[src/hdl/fesq_pkg.sv]
// fesq_pkg: shared types of the flash erase / program sequencer
// holds the phase encoding and the step result bundle
// no dependencies
`default_nettype none

package fesq_pkg;

    // sequencer phase
    typedef enum logic [2:0] {
        PH_IDLE       = 3'd0,
        PH_ERASE_BUSY = 3'd1,
        PH_ERASE_PROG = 3'd2,
        PH_WRITE_BUSY = 3'd3,
        PH_WRITE_PROG = 3'd4
    } phase_t;

    // step call kinds
    localparam logic REQ_ERASE = 1'b0;
    localparam logic REQ_WRITE = 1'b1;

    // bytes per programmed word
    localparam logic [20:0] WORD_BYTES = 21'd4;

    // one step result
    typedef struct packed {
        logic        unlock_pulse;
        logic        lock_pulse;
        logic        erase_start;
        logic        program_word;
        logic        clear_erase;
        logic        clear_program;
        logic        bank_sel;
        logic [20:0] flash_offset;
        logic [31:0] write_word;
        logic        mirror_addr0;
        logic        done_res;
        logic        error;
    } result_t;

endpackage

`default_nettype wire

[src/hdl/fesq_step.sv]
// fesq_step: combinational step logic of the erase / program sequencer
// computes next phase, next address and remainder, and the step result
// depends on fesq_pkg
`default_nettype none

module fesq_step #(
    parameter int unsigned FLASH_KIB        = 1024,
    parameter int unsigned BANK0_KIB        = 512,
    parameter int unsigned BANK0_PAGE_BYTES = 2048,
    parameter int unsigned BANK1_PAGE_BYTES = 4096
) (
    input  fesq_pkg::phase_t  phase,
    input  logic [20:0]       cur_offset,
    input  logic [20:0]       remaining_bytes,
    input  logic              req_type,
    input  logic [19:0]       start_offset,
    input  logic [20:0]       start_length,
    input  logic [31:0]       data_word,
    input  logic              bank0_busy,
    input  logic              bank1_busy,
    input  logic              security_on,
    output fesq_pkg::phase_t  phase_next,
    output logic [20:0]       cur_offset_next,
    output logic [20:0]       remaining_next,
    output fesq_pkg::result_t res
);

    localparam logic [23:0] FLASH_BYTES = 24'(FLASH_KIB * 1024);
    localparam logic [23:0] BANK0_BYTES = 24'(BANK0_KIB * 1024);
    localparam logic        HAS_BANK1   = (BANK0_KIB < FLASH_KIB);
    localparam logic [16:0] PAGE0       = 17'(BANK0_PAGE_BYTES);
    localparam logic [16:0] PAGE1       = 17'(BANK1_PAGE_BYTES);

    function automatic logic bank_of(input logic [20:0] off);
        return HAS_BANK1 && ({3'b000, off} >= BANK0_BYTES);
    endfunction

    logic        cur_bank;
    logic        start_bank;
    logic        busy;
    logic        rem_zero;
    logic [16:0] page;
    logic [20:0] rem_after_page;
    logic [20:0] rem_after_word;
    logic [23:0] write_end;
    logic        write_ok;

    // bank selection, busy poll and write request check
    always_comb
    begin
        cur_bank   = bank_of(cur_offset);
        start_bank = bank_of({1'b0, start_offset});
        busy       = cur_bank ? bank1_busy : bank0_busy;
        rem_zero   = (remaining_bytes == 21'd0);
        page       = cur_bank ? PAGE1 : PAGE0;
        rem_after_page = (remaining_bytes >= {4'b0000, page})
                       ? remaining_bytes - {4'b0000, page} : 21'd0;
        rem_after_word = (remaining_bytes >= fesq_pkg::WORD_BYTES)
                       ? remaining_bytes - fesq_pkg::WORD_BYTES : 21'd0;
        write_end  = {4'b0000, start_offset} + {3'b000, start_length};
        write_ok   = (start_length != 21'd0) && (start_length[1:0] == 2'b00)
                  && ({4'b0000, start_offset} < FLASH_BYTES)
                  && (write_end <= FLASH_BYTES);
    end

    // next phase
    always_comb
    begin
        phase_next = phase;
        unique case (phase)
            fesq_pkg::PH_IDLE:
            begin
                if (req_type == fesq_pkg::REQ_ERASE)
                    phase_next = fesq_pkg::PH_ERASE_BUSY;
                else
                    phase_next = write_ok ? fesq_pkg::PH_WRITE_PROG : fesq_pkg::PH_IDLE;
            end
            fesq_pkg::PH_ERASE_BUSY:
            begin
                if (req_type == fesq_pkg::REQ_WRITE)
                    phase_next = fesq_pkg::PH_IDLE;
                else if (!busy)
                    phase_next = rem_zero ? fesq_pkg::PH_IDLE : fesq_pkg::PH_ERASE_PROG;
            end
            fesq_pkg::PH_ERASE_PROG:
            begin
                phase_next = (req_type == fesq_pkg::REQ_ERASE)
                           ? fesq_pkg::PH_ERASE_BUSY : fesq_pkg::PH_IDLE;
            end
            fesq_pkg::PH_WRITE_BUSY:
            begin
                if (req_type == fesq_pkg::REQ_ERASE)
                    phase_next = fesq_pkg::PH_IDLE;
                else if (!busy)
                    phase_next = rem_zero ? fesq_pkg::PH_IDLE : fesq_pkg::PH_WRITE_PROG;
            end
            fesq_pkg::PH_WRITE_PROG:
            begin
                phase_next = (req_type == fesq_pkg::REQ_WRITE)
                           ? fesq_pkg::PH_WRITE_BUSY : fesq_pkg::PH_IDLE;
            end
            default:
                phase_next = fesq_pkg::PH_IDLE;
        endcase
    end

    // commands, address and remainder update
    always_comb
    begin
        res                 = '0;
        res.bank_sel        = cur_bank;
        res.flash_offset    = cur_offset;
        cur_offset_next     = cur_offset;
        remaining_next      = remaining_bytes;
        unique case (phase)
            fesq_pkg::PH_IDLE:
            begin
                if (req_type == fesq_pkg::REQ_WRITE && !write_ok)
                begin
                    res.error    = 1'b1;
                    res.done_res = 1'b1;
                end
                else
                begin
                    cur_offset_next  = {1'b0, start_offset};
                    remaining_next   = start_length;
                    res.flash_offset = {1'b0, start_offset};
                    res.bank_sel     = start_bank;
                    res.unlock_pulse = 1'b1;
                end
            end
            fesq_pkg::PH_ERASE_BUSY:
            begin
                if (req_type == fesq_pkg::REQ_WRITE)
                    res.clear_erase = 1'b1;
                else if (!busy)
                begin
                    res.clear_erase = 1'b1;
                    res.lock_pulse  = rem_zero;
                    res.done_res    = rem_zero;
                end
            end
            fesq_pkg::PH_ERASE_PROG:
            begin
                if (req_type == fesq_pkg::REQ_ERASE && !rem_zero)
                begin
                    res.erase_start  = 1'b1;
                    res.mirror_addr0 = cur_bank && security_on;
                    remaining_next   = rem_after_page;
                    cur_offset_next  = cur_offset + {4'b0000, page};
                end
            end
            fesq_pkg::PH_WRITE_BUSY:
            begin
                if (req_type == fesq_pkg::REQ_ERASE)
                    res.clear_program = 1'b1;
                else if (!busy)
                begin
                    res.clear_program = 1'b1;
                    res.lock_pulse    = rem_zero;
                    res.done_res      = rem_zero;
                    if (!rem_zero)
                        cur_offset_next = cur_offset + fesq_pkg::WORD_BYTES;
                end
            end
            fesq_pkg::PH_WRITE_PROG:
            begin
                if (req_type == fesq_pkg::REQ_WRITE)
                begin
                    res.program_word = 1'b1;
                    res.write_word   = data_word;
                    remaining_next   = rem_after_word;
                end
            end
            default:
            begin
                res.bank_sel = cur_bank;
            end
        endcase
    end

endmodule

`default_nettype wire

[src/hdl/flash_erase_program_sequencer_unit.sv]
// flash_erase_program_sequencer_unit: top level of the two-bank flash sequencer
// holds the sequencer state and the result register, step logic in fesq_step
// depends on fesq_pkg and fesq_step
`default_nettype none

// Each input transfer is one step call (erase or write) and yields exactly one
// result transfer. The step is computed in a single pass of combinational logic
// from the phase, address and remainder registers and lands in the result
// register in the cycle after the input transfer. A new step is taken every cycle
// as long as the result register is empty or being drained in that cycle, so
// the sustained rate is one step per clock; the only stall source is out_ready.

module flash_erase_program_sequencer_unit #(
    parameter int unsigned FLASH_KIB        = 1024,
    parameter int unsigned BANK0_KIB        = 512,
    parameter int unsigned BANK0_PAGE_BYTES = 2048,
    parameter int unsigned BANK1_PAGE_BYTES = 4096
) (
    input  wire logic        clk,
    input  wire logic        rst_n,
    input  wire logic        in_valid,
    output logic             in_ready,
    input  wire logic        req_type,
    input  wire logic [19:0] start_offset,
    input  wire logic [20:0] start_length,
    input  wire logic [31:0] data_word,
    input  wire logic        bank0_busy,
    input  wire logic        bank1_busy,
    input  wire logic        security_on,
    output logic             out_valid,
    input  wire logic        out_ready,
    output logic             unlock_pulse,
    output logic             lock_pulse,
    output logic             erase_start,
    output logic             program_word,
    output logic             clear_erase,
    output logic             clear_program,
    output logic             bank_sel,
    output logic [20:0]      flash_offset,
    output logic [31:0]      write_word,
    output logic             mirror_addr0,
    output logic             done_res,
    output logic             error
);

    fesq_pkg::phase_t  phase_reg;
    fesq_pkg::phase_t  phase_next;
    logic [20:0]       cur_offset_reg;
    logic [20:0]       cur_offset_next;
    logic [20:0]       remaining_reg;
    logic [20:0]       remaining_next;
    fesq_pkg::result_t res_next;
    fesq_pkg::result_t res_reg;
    logic              out_valid_reg;
    logic              in_fire;

    // accept while the result register is free or emptying
    assign in_ready = !out_valid_reg || out_ready;
    assign in_fire  = in_valid && in_ready;

    fesq_step #(
        .FLASH_KIB        (FLASH_KIB),
        .BANK0_KIB        (BANK0_KIB),
        .BANK0_PAGE_BYTES (BANK0_PAGE_BYTES),
        .BANK1_PAGE_BYTES (BANK1_PAGE_BYTES)
    ) u_step (
        .phase           (phase_reg),
        .cur_offset      (cur_offset_reg),
        .remaining_bytes (remaining_reg),
        .req_type        (req_type),
        .start_offset    (start_offset),
        .start_length    (start_length),
        .data_word       (data_word),
        .bank0_busy      (bank0_busy),
        .bank1_busy      (bank1_busy),
        .security_on     (security_on),
        .phase_next      (phase_next),
        .cur_offset_next (cur_offset_next),
        .remaining_next  (remaining_next),
        .res             (res_next)
    );

    // sequencer state, advanced once per input transfer
    always_ff @(posedge clk or negedge rst_n)
    begin
        if (!rst_n)
        begin
            phase_reg      <= fesq_pkg::PH_IDLE;
            cur_offset_reg <= 21'd0;
            remaining_reg  <= 21'd0;
        end
        else if (in_fire)
        begin
            phase_reg      <= phase_next;
            cur_offset_reg <= cur_offset_next;
            remaining_reg  <= remaining_next;
        end
    end

    // result valid flag
    always_ff @(posedge clk or negedge rst_n)
    begin
        if (!rst_n)
            out_valid_reg <= 1'b0;
        else if (in_fire)
            out_valid_reg <= 1'b1;
        else if (out_ready)
            out_valid_reg <= 1'b0;
    end

    // result payload
    always_ff @(posedge clk)
    begin
        if (in_fire)
            res_reg <= res_next;
    end

    // output ports
    assign out_valid     = out_valid_reg;
    assign unlock_pulse  = res_reg.unlock_pulse;
    assign lock_pulse    = res_reg.lock_pulse;
    assign erase_start   = res_reg.erase_start;
    assign program_word  = res_reg.program_word;
    assign clear_erase   = res_reg.clear_erase;
    assign clear_program = res_reg.clear_program;
    assign bank_sel      = res_reg.bank_sel;
    assign flash_offset  = res_reg.flash_offset;
    assign write_word    = res_reg.write_word;
    assign mirror_addr0  = res_reg.mirror_addr0;
    assign done_res      = res_reg.done_res;
    assign error         = res_reg.error;

endmodule

`default_nettype wire

[config.mk]
export PLATFORM = sky130hd
export DESIGN_NAME = flash_erase_program_sequencer_unit
export DESIGN_NICKNAME = d
export VERILOG_FILES = /design/src/hdl/fesq_pkg.sv /design/src/hdl/fesq_step.sv /design/src/hdl/flash_erase_program_sequencer_unit.sv
export SDC_FILE = /design/constraint.sdc
export NUM_CORES = 1
export LEC_CHECK = 0
export ABC_AREA = 1
export BUFFER_PORTS_ARGS = -buffer_cell sky130_fd_sc_hd__buf_2
export CELL_PAD_IN_SITES_DETAIL_PLACEMENT = 2
export CELL_PAD_IN_SITES_GLOBAL_PLACEMENT = 2
export CORE_MARGIN = 10
export CORE_UTILIZATION = 29
export CTS_BUF_LIST = sky130_fd_sc_hd__clkbuf_16
export DETAILED_ROUTE_END_ITERATION = 12
export PLACE_DENSITY = 0.81
export SYNTH_ARGS = -nofsm -noshare
export SYNTH_HDL_FRONTEND = slang
export SYNTH_SLANG_ARGS = --single-unit
[constraint.sdc]
create_clock -name clk -period 2.5 [get_ports clk]
set_clock_uncertainty 0.15 [all_clocks]
set_input_delay 0.75 -clock clk [delete_from_list [all_inputs] [get_ports clk]]
set_output_delay 0.75 -clock clk [all_outputs]
set_load 0.01 [all_outputs]
# == Word level (Yosys, flattened, before mapping) ==
# Index checks and enable logic that the tools add are counted.
# op_classes
n_addsub,5
mul,0
div_mod_pow,0
order_cmp,5
eq_ne,12
shift,0
muxes,42
bitwise_logic,1
n_reduce_logical,22
# op_table
operator,n
$mux W21,11
$pmux W21 S3,2
$le A24 B21 Y1 const B,1
$add A20 B21 Y22,1
$mux W22,1
$add A21 B17 Y21,1
$add A21 B3 Y21 const B,1
$ge A21 B17 Y1,1
$ge A21 B20 Y1 const B,1
$ge A21 B3 Y1 const B,1
$logic_not A21 Y1,1
$mux W3,7
$reduce_bool A21 Y1,1
$sub A21 B17 Y21,1
$sub A21 B3 Y21 const B,1
$ge A20 B20 Y1 const B,1
$pmux W3 S5,1
$mux W1,14
$mux W13,1
$ne A2 B2 Y1 const B,5
$reduce_and A7 Y1,1
$eq A3 B2 Y1 const B,2
$logic_and A1 B1 Y1,6
$mux W2,3
16 further kinds,21
# totals
ff_bits,109
latchBits,0
ramBits,0
romBits,0
inputBits,81
out_inout_bits,65
n_memories,0

# == Depth between registers and ports, before layout ==
# depth
depth_word,7
depth_mapped,23
ltp_nobuf,22

# == Modules after synthesis ==
# From an unflattened synthesis, not the netlist that was laid out.
# hier_totals
hier_cells,1254
area_unflattened_um2,8822.2
# modules_own_cells
module,n_inst,cells_per_inst,area_each_um2
fesq_step,1,990,5056.1
flash_erase_program_sequencer_unit,1,264,3766.1

# == Worst setup path before layout ==
# No wires, ideal clock.
# synth_path
path_kind,input-to-reg
start,input start_offset[0]
end,"register res_reg, in the netlist flash_offset[11] (data pin)"
arrival_time_ns,2.944
setup_slack_ns,-0.849
stages,19
path_cell_list,ha_1 -> fa_1 -> or2_2 -> a21oi_1 -> o21ai_0 -> nor2_1 -> nand3_1 -> nor2_1 -> nand3_1 -> nor2_1 -> nand2_1 -> nand2_2 -> nand2_4 -> nand2_2 -> nand2_4 -> inv_2 -> buf_6 -> buf_8 -> o21ai_2
# synth_lines
item,line_no,rtl
start: declaration,flash_erase_program_sequencer_unit.sv:24,"input wire logic [19:0] start_offset,"
end signal: assignment,flash_erase_program_sequencer_unit.sv:115,res_reg <= res_next;
end: declaration,flash_erase_program_sequencer_unit.sv:53,fesq_pkg::result_t res_reg;

==> flow_summary_export.csv <==
group,metric,value,unit
worst_setup_path,path_buf_inv,3,
cts,clock_latency,0.38,ns
detailed_routing,drt_pass1_iterations,5,
cts,cts-root-buf,"clkbuf_16",
timing,hold_slack,0.214,ns
detailed_routing,drtAntennaViolNets,0,
yosys,syn_area_per_cell,7.37,um^2
yosys,synthArstFlopShare,0.422,
final_layout,antenna_cells,0,
pwr,switching_share,0.482,
yosys,postSynthRegisterBits,109,
worst_setup_path,critPathCaptureType,"flip-flop",
worst_setup_path,crit_type,"primary input to flip-flop",
yosys,netlist_top_cells_area,"edfxtp_1, dfrtp_1, nand2_1",
grt,grt_max_degree,47,
detailed_routing,drt-total-wl,40300,um
yosys,ys_types,55,
outcome,status,"complete, but fails checks",
die,start_util,0.294,
pwr,clkPwrFrac,0.158,
cts,h-tree-depth,3,
grt,antenna_found_initial,0,
worst_hold_path,hold_path.class,"primary input to async pin",
timing,worst_pin_slew,0.699,ns
pwr,peakVddDrop,0.401,mV
final_layout,nets,1441,
yosys,syn_inst,1040,
outcome,violations,"negative setup slack",
flow_run,max-cap-violations,0,
detailed_routing,drt-initial-drc-count,552,
placed_design,dp_hpwl,27800,um
die,die_w,183,um
yosys,yosysTopAreaCellShare,0.247,
pwr,p_seq_frac,0.292,
timing,timing.final.crit_share,1.38,
final_layout,largest_reg_flops,32,
timing,post-route-min-period,3.44,ns
yosys,netlist_area,7660,um^2
cts,numCtsBuffers,9,
worst_setup_path,cpLargestDelayFamily,"simple AND/OR/NAND/NOR gates",
cts,clock_sinks,109,
detailed_routing,routedWlPerCell,24.2,um
timing,finalSetupViolations,68,
timing,rsz0062_at_grt,"yes",
placed_design,place_area,9910,um^2
worst_setup_path,slowest_delay,0.40,ns
detailed_routing,drc,0,
timing,tns,-54.70,ns
worst_setup_path,start_kind,"primary input",
cts,cts.clk_slew.worst_paths,0.09,ns
timing,max_slew_margin,0.532,
grt,first_global_vias,9731,
yosys,yosysWarnings,0,
final_layout,syn_to_final_growth,40.2,%
yosys,yosysTopAreaCell,"edfxtp_1",
detailed_routing,viasPerCell,5.24,
yosys,synth-edff-count,63,
die,rows,59,
worst_setup_path,worstPathArrival,3.40,ns
pwr,internal_power,5.22,mW
worst_setup_path,cp.required,2.46,ns
pwr,p_switching,4.86,mW
worst_setup_path,cp.depth,20,
die,fp.coreArea,26100,um^2
worst_setup_path,cp_slowest_cell,"fa_2",
cts,tritoncts,"done",
timing,hold_violations,0,
placed_design,pre_cts_slack,-1.20,ns
timing,max_freq,0.291,GHz
timing,layout_setup_ws,-0.941,ns
detailed_routing,vias,8742,
die,ios,146,
worst_setup_path,critPathMaxFanout,4,
pwr,p_comb_frac,0.550,
die,die_area,33300,um^2
worst_setup_path,cp_common_cell,"nor2_1",
die,die_y,183,um
yosys,ys_seq_area_frac,0.397,
pwr,power_leakage,5.39,nW
pwr,power_density,938,nW/um^2
yosys,syn_nets,1152,
final_layout,final_layout_size_suffix_gt1_frac,0.322,
grt,grt_usage,0.221,
final_layout,stdcell_area,10700,um^2
final_layout,final_cell_mix,"nand2_1, inv_1, buf_2",
cts,cts.path.max_buffers,2,
final_layout,final_common_cell,"nand2_1",
placed_design,gp_congestion,0.862,
yosys,synth-main-ff-cell,"edfxtp_1",
grt,grt_first_pass_wirelength,57700,um
placed_design,portBuffers,145,
worst_setup_path,worst_r2r_path_depth,13,
grt,overflow,0,
timing,slew_violations,0,
worst_setup_path,crit_chain,"buf_8 -> ha_4 -> fa_2 -> or2_4 -> a21oi_2 -> o21ai_2 -> nor2_1 -> nand3_1 -> nor2_1 -> nand3_1 -> nor2_1 -> nand2_1 -> nand2_2 -> nand2_4 -> buf_4 -> nand2_4 -> nand2_8 -> buf_6 -> nand2_1 -> o21ai_0",
==> synthesized netlist by cell type (3+ instances only) <==
master,instances
xor2_1,18
edfxtp_1,63
a21oi_1,44
inv_2,3
o21ai_1,15
nand2_2,11
inv_1,162
nand2_1,274
clkinv_1,3
o22ai_1,5
nor2_2,10
nand3b_1,4
buf_2,8
nor3_1,15
o21ai_0,54
nand3_2,4
buf_6,3
o21bai_1,3
nor2_1,112
o221a_2,4
xnor2_1,9
nor4_1,5
o21ai_2,10
ha_1,28
nand4_1,13
nand3_1,70
dfrtp_1,46
fa_1,3
clkbuf_1,8
==> worst register-to-register path: stages (launching register included) <==
cell	delay, ns
dfrtp_1	0.42
nand3_1	0.16
nor2_1	0.26
nand4_1	0.23
nor2_1	0.24
nand2_1	0.17
nor3_1	0.37
nand3b_1	0.26
nor2_1	0.23
a21oi_1	0.12
o21ai_0	0.10
nand2_1	0.09
nand3_1	0.12
nand2_1	0.07
==> metal layers <==
layer,wire [um],track usage,up-vias
met2,20300,0.394,301
li1,-,-,3945
met3,1980,0.0423,104
met4,2010,0.105,0
met1,16100,0.246,4392
met5,0,0,-
==> power by group through the flow <==
stage | Combinational [mW] | Sequential (mW) | Clock, mW
after global routing | 5.95 | 2.99 | 1.67
final | 5.54 | 2.95 | 1.59
after detailed placement | 4.58 | 2.91 | 0
after global placement | 4.27 | 2.86 | 0
after CTS | 4.93 | 2.90 | 1.57
after floorplan | 2.63 | 2.83 | 0
==> through the flow <==
step	cells	utilization	total power [mW]
floorplan	1040	-	5.46
global placement	1639	0.380	7.13
detailed placement	1639	0.380	7.49
CTS	1663	0.401	9.40
global route	1669	0.412	10.6
finish	1669	0.412	10.1
==> final timing paths <==
check / from / end / slack [ns]
min in group clk: remaining_reg[3] / remaining_reg[3] / 0.40
max in group asynchronous: rst_n / remaining_reg[7] / 1.70
min: rst_n / remaining_reg[13] / 0.21
min reg2reg: remaining_reg[3] / remaining_reg[3] / 0.40
max: start_offset[0] / flash_offset[6] / -0.94
max reg2reg: cur_offset_reg[4] / cur_offset_reg[19] / -0.59
==> repair_timing <==
item	in CTS	in global routing
setup endpoints to repair	68	68
gates resized for setup	34	55
setup buffers	5	2
hold buffers	0	0
cloned	3	5
pin swaps	10	10
==> area by class of cell <==
type                    count  area, um^2
well taps                 335         419
fillers                  3003       15300
clock inverters             7        81.3
repair buffers            299        2130
flip-flops and latches    109        3040
clock buffers               9         225
multi-input cells         742        4190
inverters                 168         647
==> kinds of logic (layout without fill, tap and decap cells) <==
logic type / Yosys count / in the layout / synth area share
fa+ha+maj: 31 / 31 / 0.0536
buf+inv: 190 / 483 / 0.0993
simple gates: 529 / 530 / 0.299
xor+xnor: 27 / 27 / 0.0309
flops: 109 / 109 / 0.397
compound gates: 154 / 154 / 0.120
Note: power is estimated with default switching activity, not from simulation.
